### src/design/assert_macros.svh
// ----------------------------------------------------------------------------
// Assertion macros
// Shared concurrent assertion wrappers for the branch resolver RTL.
// ----------------------------------------------------------------------------
`ifndef ASSERT_MACROS_SVH
`define ASSERT_MACROS_SVH

`ifndef ASSERT_OFF

// Property must hold at every rising clock edge outside reset.
`define ASSERT_CLK(label, clk, rst_n, prop) \
    label: assert property (@(posedge clk) disable iff (!rst_n) (prop)) \
        else $error("assertion failed");

// Expression must never be true at a rising clock edge outside reset.
`define ASSERT_NEVER_CLK(label, clk, rst_n, expr) \
    label: assert property (@(posedge clk) disable iff (!rst_n) !(expr)) \
        else $error("forbidden condition seen");

`else

`define ASSERT_CLK(label, clk, rst_n, prop)
`define ASSERT_NEVER_CLK(label, clk, rst_n, expr)

`endif

`endif

### src/design/x86nb_pkg.sv
// ----------------------------------------------------------------------------
// x86nb_pkg
// Types and constants shared by the near branch resolver modules.
// ----------------------------------------------------------------------------
`default_nettype none

package x86nb_pkg;

    typedef enum logic [3:0] {
        CMD_JCC      = 4'd0,
        CMD_JMP_REL  = 4'd1,
        CMD_JMP_ABS  = 4'd2,
        CMD_CALL_REL = 4'd3,
        CMD_CALL_ABS = 4'd4,
        CMD_RET_NEAR = 4'd5,
        CMD_JCXZ     = 4'd6,
        CMD_LOOP     = 4'd7,
        CMD_LOOPE    = 4'd8,
        CMD_LOOPNE   = 4'd9
    } t_cmd;

    localparam int FLAG_CF = 0;
    localparam int FLAG_PF = 1;
    localparam int FLAG_ZF = 2;
    localparam int FLAG_SF = 3;
    localparam int FLAG_OF = 4;

    localparam logic [31:0] SLOT_BYTES = 32'd8;

    // Condition groups selected by the upper three bits of the Jcc nibble.
    localparam logic [2:0] CC_O  = 3'd0;
    localparam logic [2:0] CC_B  = 3'd1;
    localparam logic [2:0] CC_Z  = 3'd2;
    localparam logic [2:0] CC_BE = 3'd3;
    localparam logic [2:0] CC_S  = 3'd4;
    localparam logic [2:0] CC_P  = 3'd5;
    localparam logic [2:0] CC_L  = 3'd6;
    localparam logic [2:0] CC_LE = 3'd7;

    typedef struct packed {
        t_cmd        cmd;
        logic        met;
        logic        zf;
        logic        as64;
        logic        op16;
        logic [31:0] rel_lo;
        logic        rel_c;
        logic        disp_neg;
        logic [63:0] rip;
        logic [63:0] abs_t;
        logic [63:0] rcx;
        logic [31:0] cnt_lo;
        logic        cnt_borrow;
        logic        lo_zero;
        logic        newlo_zero;
        logic [31:0] sp_lo;
        logic        sp_c;
        logic        sp_hi_ones;
        logic [31:0] rsp_hi;
    } t_s1;

    typedef struct packed {
        logic        taken;
        logic        use_abs;
        logic        push;
        logic [63:0] rel;
        logic [63:0] abs_t;
        logic [63:0] rip;
        logic [63:0] next_count;
        logic [63:0] next_sp;
    } t_s2;

endpackage

`default_nettype wire

### src/design/x86nb_cond.sv
// ----------------------------------------------------------------------------
// x86nb_cond
// Evaluates the sixteen Jcc conditions against the arithmetic flags.
// ----------------------------------------------------------------------------
`default_nettype none

module x86nb_cond
    import x86nb_pkg::*;
(
    input  wire logic [3:0] i_cond_code,
    input  wire logic [4:0] i_flags,
    output logic            o_met
);

    logic w_cf;
    logic w_pf;
    logic w_zf;
    logic w_sf;
    logic w_of;
    logic w_raw;

    assign w_cf = i_flags[FLAG_CF];
    assign w_pf = i_flags[FLAG_PF];
    assign w_zf = i_flags[FLAG_ZF];
    assign w_sf = i_flags[FLAG_SF];
    assign w_of = i_flags[FLAG_OF];

    always_comb begin
        case (i_cond_code[3:1])
            CC_O:    w_raw = w_of;
            CC_B:    w_raw = w_cf;
            CC_Z:    w_raw = w_zf;
            CC_BE:   w_raw = w_cf | w_zf;
            CC_S:    w_raw = w_sf;
            CC_P:    w_raw = w_pf;
            CC_L:    w_raw = w_sf ^ w_of;
            CC_LE:   w_raw = w_zf | (w_sf ^ w_of);
            default: w_raw = 1'b0;
        endcase
    end

    // The low bit of the nibble selects the negated form.
    assign o_met = i_cond_code[0] ? ~w_raw : w_raw;

endmodule

`default_nettype wire

### src/design/x86_64_near_branch_resolver.sv
// ----------------------------------------------------------------------------
// x86_64_near_branch_resolver
// Three-stage pipelined resolver for 64-bit-mode near control transfers.
// ----------------------------------------------------------------------------
// The block accepts one item every clock cycle while o_stall is low, and
// each item passes the stage one, stage two and output registers. Stage one
// evaluates the condition and the low 32 bits of the target, counter and
// stack additions, stage two finishes the upper 32 bits and decides whether
// the branch is taken, and stage three selects the next RIP and holds the
// result in the output registers. Each stage advances whenever its successor
// is empty or moving, so a stall on the output only stops the stages that
// are full.
`default_nettype none

`include "assert_macros.svh"

module x86_64_near_branch_resolver
    import x86nb_pkg::*;
(
    input  wire logic               i_clk,
    input  wire logic               i_rst_n,

    input  wire logic               i_valid,
    output logic                    o_stall,
    input  wire logic [3:0]         i_command,
    input  wire logic [3:0]         i_cond_code,
    input  wire logic signed [31:0] i_displacement,
    input  wire logic [63:0]        i_abs_target,
    input  wire logic [4:0]         i_flags,
    input  wire logic               i_addr_size_64,
    input  wire logic               i_op_size_16,
    input  wire logic [63:0]        i_current_rip,
    input  wire logic [63:0]        i_current_count,
    input  wire logic [63:0]        i_current_sp,
    input  wire logic [15:0]        i_stack_adjust,

    output logic                    o_valid,
    input  wire logic               i_stall,
    output logic [63:0]             o_next_rip,
    output logic [63:0]             o_next_count,
    output logic [63:0]             o_next_sp,
    output logic                    o_taken,
    output logic                    o_push_valid,
    output logic [63:0]             o_push_value
);

    logic        r_s1_vld;
    logic        r_s2_vld;
    logic        r_out_vld;
    t_s1         r_s1;
    t_s1         n_s1;
    t_s2         r_s2;
    t_s2         n_s2;
    logic [63:0] r_next_rip;
    logic [63:0] n_next_rip;
    logic [63:0] r_next_count;
    logic [63:0] r_next_sp;
    logic        r_taken;
    logic        r_push_valid;
    logic [63:0] r_push_value;
    logic [63:0] n_push_value;

    logic        w_rdy_out;
    logic        w_rdy_s2;
    logic        w_rdy_s1;
    logic        w_met;
    t_cmd        w_cmd;
    logic [32:0] w_rel_lo;
    logic [31:0] w_sp_op_lo;
    logic        w_sp_op_ones;
    logic [32:0] w_sp_lo;

    logic [31:0] w_rel_hi;
    logic [31:0] w_cnt_hi;
    logic [31:0] w_sp_hi;
    logic        w_hi_zero;
    logic        w_newhi_zero;
    logic        w_cnt_nz;
    logic        w_cx_zero;

    // Ready chain: a stage may load when it is empty or its item moves on.
    assign w_rdy_out = ~r_out_vld | ~i_stall;
    assign w_rdy_s2  = ~r_s2_vld | w_rdy_out;
    assign w_rdy_s1  = ~r_s1_vld | w_rdy_s2;
    assign o_stall   = ~w_rdy_s1;

    // Stage one: condition and low halves of the additions.
    x86nb_cond u_cond (
        .i_cond_code (i_cond_code),
        .i_flags     (i_flags),
        .o_met       (w_met)
    );

    assign w_cmd    = t_cmd'(i_command);
    assign w_rel_lo = {1'b0, i_current_rip[31:0]} + {1'b0, $unsigned(i_displacement)};

    always_comb begin
        case (w_cmd)
            CMD_CALL_REL, CMD_CALL_ABS: begin
                w_sp_op_lo   = 32'd0 - SLOT_BYTES;
                w_sp_op_ones = 1'b1;
            end
            CMD_RET_NEAR: begin
                w_sp_op_lo   = SLOT_BYTES + {16'd0, i_stack_adjust};
                w_sp_op_ones = 1'b0;
            end
            default: begin
                w_sp_op_lo   = 32'd0;
                w_sp_op_ones = 1'b0;
            end
        endcase
    end

    assign w_sp_lo = {1'b0, i_current_sp[31:0]} + {1'b0, w_sp_op_lo};

    always_comb begin
        n_s1.cmd        = w_cmd;
        n_s1.met        = w_met;
        n_s1.zf         = i_flags[FLAG_ZF];
        n_s1.as64       = i_addr_size_64;
        n_s1.op16       = i_op_size_16;
        n_s1.rel_lo     = w_rel_lo[31:0];
        n_s1.rel_c      = w_rel_lo[32];
        n_s1.disp_neg   = i_displacement[31];
        n_s1.rip        = i_current_rip;
        n_s1.abs_t      = i_abs_target;
        n_s1.rcx        = i_current_count;
        n_s1.cnt_lo     = i_current_count[31:0] - 32'd1;
        n_s1.cnt_borrow = (i_current_count[31:0] == 32'd0);
        n_s1.lo_zero    = (i_current_count[31:0] == 32'd0);
        n_s1.newlo_zero = (i_current_count[31:0] == 32'd1);
        n_s1.sp_lo      = w_sp_lo[31:0];
        n_s1.sp_c       = w_sp_lo[32];
        n_s1.sp_hi_ones = w_sp_op_ones;
        n_s1.rsp_hi     = i_current_sp[63:32];
    end

    // Stage two: upper halves, counter tests and the taken decision.
    assign w_rel_hi = r_s1.rip[63:32] + {32{r_s1.disp_neg}} + {31'd0, r_s1.rel_c};
    assign w_cnt_hi = r_s1.rcx[63:32] - {31'd0, r_s1.cnt_borrow};
    assign w_sp_hi  = r_s1.rsp_hi + {32{r_s1.sp_hi_ones}} + {31'd0, r_s1.sp_c};

    assign w_hi_zero    = (r_s1.rcx[63:32] == 32'd0);
    assign w_newhi_zero = (w_hi_zero & ~r_s1.cnt_borrow)
                        | ((r_s1.rcx[63:32] == 32'd1) & r_s1.cnt_borrow);
    assign w_cnt_nz     = r_s1.as64 ? ~(r_s1.newlo_zero & w_newhi_zero) : ~r_s1.newlo_zero;
    assign w_cx_zero    = r_s1.as64 ? (r_s1.lo_zero & w_hi_zero) : r_s1.lo_zero;

    always_comb begin
        n_s2.taken      = 1'b0;
        n_s2.use_abs    = 1'b0;
        n_s2.push       = 1'b0;
        n_s2.next_count = r_s1.rcx;
        case (r_s1.cmd)
            CMD_JCC:      n_s2.taken = r_s1.met;
            CMD_JMP_REL:  n_s2.taken = 1'b1;
            CMD_CALL_REL: begin
                n_s2.taken = 1'b1;
                n_s2.push  = 1'b1;
            end
            CMD_JMP_ABS, CMD_RET_NEAR: begin
                n_s2.taken   = 1'b1;
                n_s2.use_abs = 1'b1;
            end
            CMD_CALL_ABS: begin
                n_s2.taken   = 1'b1;
                n_s2.use_abs = 1'b1;
                n_s2.push    = 1'b1;
            end
            CMD_JCXZ:     n_s2.taken = w_cx_zero;
            CMD_LOOP, CMD_LOOPE, CMD_LOOPNE: begin
                n_s2.next_count = r_s1.as64 ? {w_cnt_hi, r_s1.cnt_lo}
                                            : {r_s1.rcx[63:32], r_s1.cnt_lo};
                if (r_s1.cmd == CMD_LOOPE) begin
                    n_s2.taken = w_cnt_nz & r_s1.zf;
                end else if (r_s1.cmd == CMD_LOOPNE) begin
                    n_s2.taken = w_cnt_nz & ~r_s1.zf;
                end else begin
                    n_s2.taken = w_cnt_nz;
                end
            end
            default: n_s2.taken = 1'b0;
        endcase
        n_s2.rel     = r_s1.op16 ? {48'd0, r_s1.rel_lo[15:0]} : {w_rel_hi, r_s1.rel_lo};
        n_s2.abs_t   = r_s1.abs_t;
        n_s2.rip     = r_s1.rip;
        n_s2.next_sp = {w_sp_hi, r_s1.sp_lo};
    end

    // Stage three: final target selection into the output registers.
    always_comb begin
        if (!r_s2.taken) begin
            n_next_rip = r_s2.rip;
        end else if (r_s2.use_abs) begin
            n_next_rip = r_s2.abs_t;
        end else begin
            n_next_rip = r_s2.rel;
        end
        n_push_value = r_s2.push ? r_s2.rip : 64'd0;
    end

    always_ff @(posedge i_clk) begin
        if (!i_rst_n) begin
            r_s1_vld  <= 1'b0;
            r_s2_vld  <= 1'b0;
            r_out_vld <= 1'b0;
        end else begin
            if (w_rdy_s1) begin
                r_s1_vld <= i_valid;
            end
            if (w_rdy_s2) begin
                r_s2_vld <= r_s1_vld;
            end
            if (w_rdy_out) begin
                r_out_vld <= r_s2_vld;
            end
        end
    end

    always_ff @(posedge i_clk) begin
        if (w_rdy_s1 && i_valid) begin
            r_s1 <= n_s1;
        end
        if (w_rdy_s2 && r_s1_vld) begin
            r_s2 <= n_s2;
        end
        if (w_rdy_out && r_s2_vld) begin
            r_next_rip   <= n_next_rip;
            r_next_count <= r_s2.next_count;
            r_next_sp    <= r_s2.next_sp;
            r_taken      <= r_s2.taken;
            r_push_valid <= r_s2.push;
            r_push_value <= n_push_value;
        end
    end

    assign o_valid      = r_out_vld;
    assign o_next_rip   = r_next_rip;
    assign o_next_count = r_next_count;
    assign o_next_sp    = r_next_sp;
    assign o_taken      = r_taken;
    assign o_push_valid = r_push_valid;
    assign o_push_value = r_push_value;

    `ASSERT_CLK(a_push_is_taken, i_clk, i_rst_n, (o_valid && o_push_valid) |-> o_taken)
    `ASSERT_CLK(a_no_push_zero, i_clk, i_rst_n, (o_valid && !o_push_valid) |-> (o_push_value == 64'd0))
    `ASSERT_CLK(a_s2_held, i_clk, i_rst_n, (r_s2_vld && r_out_vld && i_stall) |=> r_s2_vld)
    `ASSERT_NEVER_CLK(a_stall_only_full, i_clk, i_rst_n, o_stall && !(r_s1_vld && r_s2_vld && r_out_vld))

endmodule

`default_nettype wire
### config.mk
export PLATFORM = sky130hd
export DESIGN_NAME = x86_64_near_branch_resolver
export DESIGN_NICKNAME = d
export VERILOG_FILES = /design/src/design/x86nb_pkg.sv /design/src/design/x86nb_cond.sv /design/src/design/x86_64_near_branch_resolver.sv
export VERILOG_INCLUDE_DIRS = /design/src /design/src/design
export SDC_FILE = /design/constraint.sdc
export NUM_CORES = 1
export LEC_CHECK = 0
export ABC_CLOCK_PERIOD_IN_PS = 34000
export BUFFER_PORTS_ARGS = -buffer_cell sky130_fd_sc_hd__buf_2
export CAP_MARGIN = 20
export CORE_MARGIN = 10
export CORE_UTILIZATION = 35
export CTS_CLUSTER_SIZE = 8
export DETAILED_ROUTE_END_ITERATION = 10
export PLACE_DENSITY = 0.59
export SYNTH_ARGS = -nofsm -noshare
export SYNTH_HDL_FRONTEND = slang
export SYNTH_HIERARCHICAL = 1
export SYNTH_SLANG_ARGS = --single-unit
### constraint.sdc
create_clock -name i_clk -period 34 [get_ports i_clk]
set_input_delay 5.1 -clock i_clk [delete_from_list [all_inputs] [get_ports i_clk]]
set_output_delay 5.1 -clock i_clk [all_outputs]
set_load 0.1 [all_outputs]
==> results.txt, run 1 <==
Leakage - 17.84 nW
Max cap viols - 0
First-pass GRT wire length - 142.1 mm
Number of flops mapped to enable cells by yosys - 915
CP endpoint kind - output pin
Worst setup endpoint - o_stall
Flops & latches, synth - 918
Mapped cell area - 37,940 um2
I/O pin cnt - 583
CTS tree - yes
Placed wire-length estimate - 70.06 mm
Average vias per placed instance - 4.864
Worst-case vdd ir drop - 0.00005132 V
DR DRC count - 0
Max Fanout on Critical Path - 3
Core area - 107,400 um2
Vias in the first global route - 22,930
Max Buffers Root-to-Sink - 3
Final hold vios - 0
Final Setup Violations - 0
Setup TNS - 0 ps
Root Driver - clkbuf_16
Most common cell after layout, fill and taps aside - edfxtp_1
Vias after detailed routing - 22,316
Maximum number of pins on one net before global-route repair - 145
RSZ-0062 raised after global routing - no
Worst setup margin - 22,740 ps
Synth warn - 6
Worst skew pair latency - 720 ps
Post-cts sizing count - 0
# rows - 120
PD cells - 62.34 nW/um2
Worst Setup SP - i_stall
DIE HEIGHT - 349.2 um
Cell variety after synth - 75
CTS buffer count - 134
Most used DFF post-synth - edfxtp_1
Sink Count - 918
GPL Wtd Cong - 0.8620
Hold path depth - 0
Setup slack, reg-to-reg - 29,950 ps
Worst Setup Path Type - in -> out
Global router's overall resource usage - 15.55%
Pins Over Slew Limit - 0
Routed Wire Length - 97.11 mm
PnR Total Power - 2.897 mW
Antenna Nets Post-Route - 0
Htree depth - 4
Post-synthesis cell count - 2,449
DR WL/cell - 21.17 um
Final Net Count - 3,596
Asr flop ratio synth - 0%
Syn avg cell area - 15.49 um2
Postcts setup bufs - 0
Worst endpoint data arrival time - 6160 ps
Worst r2r src - r_s1[293]$_DFFE_PP_
Actual slew at the worst max-slew pin - 1035 ps
Fin crit period - 11,260 ps
Seq/Total Area, Yosys - 72.59%
Initial core utilization - 35.34%
Hold WS - 389.9 ps
Port buffer count - 582
CP required - 28,900 ps
TritonRoute pass-1 iters - 5
Worst R2R Path Depth - 15
Die W - 349.2 um
Clk_skew - 27.34 ps
Fraction of layout cells with a size suffix above 1 - 25.83%
Fmax - 88.80 MHz
Hold buffers post-CTS - 0
Die area - 122,000 um2
Net count after synthesis - 2,907
R2R Path End - r_s2[314]$_SDFFCE_PP0P_
Initial antenna violation count - 41
GR Overflow Total - 0
Number of DRC markers in iteration 0 - 1,293
Final Util - 43.29%
# fillers - 9,563
Relative slew slack - 31.02%
Setup WS pre-CTS - 22,740 ps
Most frequent cells in the layout - edfxtp_1, buf_2, a21oi_1, nor2_1, clkbuf_16
Reg clk slew, reported paths - 50 ps
Tightest Hold Check Type - reg -> reg
Final critical-path share of the clock period - 33.12%
Status - completed
Startpoint Class - input pin
Synth-to-layout area growth - 22.50%
layout make-up:
cell class              instances  area [um2]  area share (%)
clock buffers                 146        3398           7.313
well taps                    1403        1755           3.777
repair buffers                605        3118           6.710
clock inverters                19       382.9          0.8239
flip-flops and latches        918       27540           59.26
diodes                         18       45.04         0.09693
inverters                      59       221.5          0.4766
multi-input cells            1420       10010           21.55
registers in the layout, summed over array words and instances (netlist names):
| signal | cells |
|---|---|
| o_push_valid | 1 |
| r_s1_vld | 1 |
| o_push_value | 64 |
| o_valid | 1 |
| r_s2_vld | 1 |
| r_s2 | 323 |
| o_next_rip | 64 |
| n_s2 | 160 |
| o_next_count | 64 |
| o_next_sp | 64 |
| r_s1 | 174 |
| o_taken | 1 |
per-layer routing:
layer	routed length [um]	global-route usage, %
met1	36700	17.21
met2	46740	25.93
met3	10570	7.229
met4	2842	5.830
met5	267	0
where the power goes:
group | switching (mW) | internal, mW
Clock | 0.478 | 0.725
Combinational | 0.212 | 0.110
Sequential | 0.0251 | 1.35
Total | 0.715 | 2.18
synth_stat cells, types with 18 or more instances:
master,n,area (um2)
inv_1,59,221.5
xor2_1,82,718.2
mux2i_1,65,650.6
nor2_1,169,634.4
edfxtp_1,915,27480
nand4_1,18,112.6
nand2b_1,22,137.6
a21oi_1,175,875.8
ha_1,129,1614
o21a_1,21,157.7
nor3_1,35,175.2
o21bai_1,20,150.1
xnor2_1,100,875.8
a21o_1,66,495.5
mux2_2,34,382.9
o21ai_0,69,345.3
nand3_1,35,175.2
nand2_1,82,307.8
and2_1,80,500.5
nor2b_1,44,275.3
clkbuf_1,45,168.9
kinds of logic (layout without fill, tap and decap cells):
kind of cell	count (synthesis)	count (layout)	share of synthesized area, %
adders and majority gates	135	135	4.571
buffers and inverters	111	829	1.102
AOI/OAI and AO/OA	443	443	7.273
other	0	18	0
muxes	99	99	2.724
DFF	918	918	72.59
xor gates and xnor gates	182	182	4.202
and+or+nand+nor	561	561	7.540
critical path, stage by stage:
cell and delay, ps:
buf_2 120, and3_1 250, and2_1 230, buf_2 460
worst min-delay path by stage:
stage                        startpoint                    endpoint
floorplan            r_s2[64]$_DFFE_PP_   o_next_count[0]$_DFFE_PP_
global placement    n_s2[147]$_DFFE_PP_         r_s2[147]$_DFFE_PP_
detailed placement   r_s2[75]$_DFFE_PP_  o_next_count[11]$_DFFE_PP_
CTS                  r_s2[48]$_DFFE_PP_     o_next_sp[48]$_DFFE_PP_
global route         r_s2[48]$_DFFE_PP_     o_next_sp[48]$_DFFE_PP_
finish               r_s2[48]$_DFFE_PP_     o_next_sp[48]$_DFFE_PP_
stage by stage:
stage                     instances  cell area, um2
final                          4588           46470
after global placement         4404           42620
after global routing           4575           46440
after CTS                      4569           46400
after floorplan                2449           37940
after detailed placement       4404           42620
Power figures use the tool's default switching activity.
==> inputs of run 2 (changes only) <==
- ABC_AREA: unset -> 1
- ABC_CLOCK_PERIOD_IN_PS: 34000 -> 9210
- PLACE_DENSITY: 0.59 -> 0.6
- clock period: 34 -> 9.21 ns (I/O delays scaled with it)
==> results.txt, run 2 <==
Status - completed
Placed wire-length estimate - 91.71 mm (+31%)
Reg with most FFs - r_s2
CTS buffer count - 134 (unchanged)
Worst r2r src - r_s1[32]$_DFFE_PP_
CTS tree - yes
Top cell family by delay on the critical path - simple AND/OR/NAND/NOR gates
Maximum number of pins on one net before global-route repair - 152 (+4.8%)
Average vias per placed instance - 4.810 (-1.1%)
Actual slew at the worst max-slew pin - 1085 ps (+50.15 ps)
Die area - 132,800 um2 (+8.9%)
Top cell type by total area after synthesis - edfxtp_1
Global router's overall resource usage - 18.11% (+2.6 points)
Fraction of layout cells with a size suffix above 1 - 17.90% (-7.9 points)
Routed Wire Length - 123.2 mm (+27%)
DR WL/cell - 20.12 um (-5.0%)
Met3 Use GR - 5.609% (-1.6 points)
Net count after synthesis - 4,315 (+48%)
Crit path max-delay cell type - clkinv_1
Fin crit period - 3763 ps
Final Net Count - 5,005 (+39%)
Most frequent cells in the layout - nand2_1, edfxtp_1, buf_2, inv_1, nor2_1
PD cells - 212.8 nW/um2 (+240%)
# rows - 126 (+5.0%)
Reg clk slew, reported paths - 50 ps (about the same)
Worst endpoint data arrival time - 4250 ps (-1910 ps)
Worst-case vdd ir drop - 0.0001773 V (+250%)
Worst skew pair latency - 750 ps (+30 ps)
CP max stage delay - 450 ps (about the same)
Post-cts sizing count - 0 (unchanged)
Critical path buffer and inverter count - 5 (+3)
Initial antenna violation count - 27 (-34%)
Top post-synthesis cells by area - edfxtp_1, nand2_1, inv_1
Clk_skew - 30.21 ps (+2.865 ps)
TritonRoute pass-1 iters - 7 (+2)
Hold buffers post-CTS - 0 (unchanged)
Crit-path most repeated cell - nand2_1
# fillers - 11,299 (+18%)
Top cells by count, synth - nand2_1, edfxtp_1, inv_1
Worst Setup Path Type - in -> reg
Port buffer count - 582 (unchanged)
Sink Count - 918 (unchanged)
Vias in the first global route - 29,553 (+29%)
DIE HEIGHT - 364.4 um (+4.4%)
Final hold vios - 0 (unchanged)
Setup slack, reg-to-reg - 6240 ps (-23,710 ps)
Fmax - 265.8 MHz
Flops & latches, synth - 918 (unchanged)
Number of DRC markers in iteration 0 - 2,315 (+79%)
I/O pin cnt - 583 (unchanged)
Syn avg cell area - 10.76 um2 (-31%)
RSZ-0062 raised after global routing - no
Hold Path Origin - r_s2[17]$_DFFE_PP_
Die W - 364.4 um (+4.4%)
Max Fanout on Critical Path - 9 (+6)
GRT Max-Usage Layer - met2
Vias after detailed routing - 29,448 (+32%)
Startpoint Class - input pin
Core area - 117,900 um2 (+9.8%)
Asr flop ratio synth - 0% (unchanged)
Antenna Nets Post-Route - 0 (unchanged)
Synth-to-layout area growth - 20.71%
Worst R2R Path Depth - 14 (-1)
Final Util - 42.50% (-0.79 points)
GPL Wtd Cong - 0.9258 (+7.4%)
Most used DFF post-synth - edfxtp_1
Multi-input gate area - 11,990 um2 (+20%)
Count leader, synth - nand2_1
Post-synthesis cell count - 3,857 (+57%)
Final Setup Violations - 0 (unchanged)
Hold path endpoint - o_next_sp[17]$_DFFE_PP_
Pins Over Slew Limit - 0 (unchanged)
Tightest Hold Check Type - reg -> reg
Synth warn - 6 (unchanged)
Initial core utilization - 35.21% (-0.13 points)
Mapped cell area - 41,520 um2 (+9.4%)
PnR Total Power - 10.66 mW (+270%)
Relative slew slack - 27.68% (-3.3 points)
Seq/Total Area, Yosys - 66.33% (-6.3 points)
GR Overflow Total - 0 (unchanged)
Htree depth - 4 (unchanged)
Leakage - 21.39 nW (+20%)
CP endpoint kind - flop
Postcts setup bufs - 0 (unchanged)
Max reg flops - 323 (unchanged)
First-pass GRT wire length - 181.7 mm (+28%)
Number of flops mapped to enable cells by yosys - 915 (unchanged)
Hold WS - 399.3 ps (+9.350 ps)
Root Driver - clkbuf_16
Max Buffers Root-to-Sink - 3 (unchanged)
Cell variety after synth - 46 (-39%)
CP required - 9700 ps (-19,200 ps)
Hold path depth - 0 (unchanged)
Max cap viols - 0 (unchanged)
Most common cell after layout, fill and taps aside - nand2_1
GR Util met2 - 29.70% (+3.8 points)
Sequential cell area - 27,540 um2 (unchanged)
R2R Path End - r_s2[58]$_DFFE_PP_
Final critical-path share of the clock period - 40.85%
Met1 Resource Use GR - 23.05% (+5.8 points)
Setup TNS - 0 ps (unchanged)
Worst Setup SP - i_command[2]
Worst-path cell chain - buf_2, inv_1, nor2_1, nand3_1, clkinv_1, o21ai_0, o21ai_0, ha_1, nand2_1, o21ai_0, nand2_1, nand2_1, inv_1, nand3_1, nand2_1, inv_1, nor2_1
Top cell type's share of synthesized area - 66.18% (-6.2 points)
DR DRC count - 0 (unchanged)
-- run 2: cell count changes in the layout (fill, tap and decap cells not counted), sizes merged, moves of 59 or more --
cell | previous run | this run
and2 | 80 | 6
nand2 | 83 | 1151
mux2i | 65 | 0
nor2 | 169 | 410
nand3 | 35 | 141
inv | 65 | 487
a21o | 67 | 8
xnor2 | 100 | 24
-- run 2: kinds of logic (layout without fill, tap and decap cells) --
group | Yosys count | after routing | synth area share [%]
xor gates and xnor gates | 86 | 86 | 1.814
AOI/OAI and AO/OA | 368 | 368 | 4.780
DFF | 918 | 918 | 66.33
other | 0 | 10 | 0
adders and majority gates | 135 | 135 | 4.177
buffers and inverters | 532 | 1251 | 4.840
and+or+nand+nor | 1818 | 1818 | 18.06
-- run 2: area by class of cell --
type                    instances  share of cell area [%]
clock inverters                16                  0.4719
inverters                     482                   3.635
multi-input cells            2407                   23.93
well taps                    1536                   3.835
diodes                         10                 0.04993
repair buffers                604                   6.242
clock buffers                 149                   6.888
flip-flops and latches        918                   54.95
-- run 2: worst max-delay path by stage --
stage	end	cells past startpoint
final	n_s2[17]$_DFFE_PP_	17
after global routing	n_s2[17]$_DFFE_PP_	17
after CTS	o_stall	6
after detailed placement	n_s2[27]$_DFFE_PP_	18
after global placement	n_s2[17]$_DFFE_PP_	17
after floorplan	o_next_count[0]$_DFFE_PP_	1
-- run 2: power by group --
| part | total, mW | switching (mW) | internal [mW] | leakage, nW |
|---|---|---|---|---|
| clock network | 4.43 | 1.79 | 2.64 | 1.80 |
| logic | 1.24 | 0.924 | 0.319 | 10.9 |
| registers | 4.99 | 0.0901 | 4.90 | 8.72 |
| total | 10.7 | 2.81 | 7.86 | 21.4 |
-- run 2: stage by stage --
step / area (um2) / instances / setup WS (ps)
2_1_floorplan: 41530 / 3857 / 335.8
3_3_place_gp: 46400 / 5947 / 4661
3_5_place_dp: 46400 / 5947 / 4670
4_1_cts: 50090 / 6112 / 5455
5_1_grt: 50110 / 6119 / 5268
6_report: 50110 / 6122 / 5447
-- run 2: per-layer routing --
| metal | vias to the layer above | wire length (um) |
|---|---|---|
| met5 | - | 128 |
| met4 | 20 | 2329 |
| met3 | 187 | 10320 |
| met2 | 953 | 57730 |
| met1 | 13938 | 52660 |
| li1 | 14350 | - |
-- run 2: worst reg2reg max path, cell delays in order (launching register included) --
cell and delay (ps):
edfxtp_1 320, buf_4 340, inv_1 130, fa_1 470, inv_1 200, fa_1 300
nand3_1 90, nand2_1 130, nand3_1 90, nand2_1 140, nand2_1 70, nand2_1 130
nand2_1 140, nand3_1 110, nand2_1 90
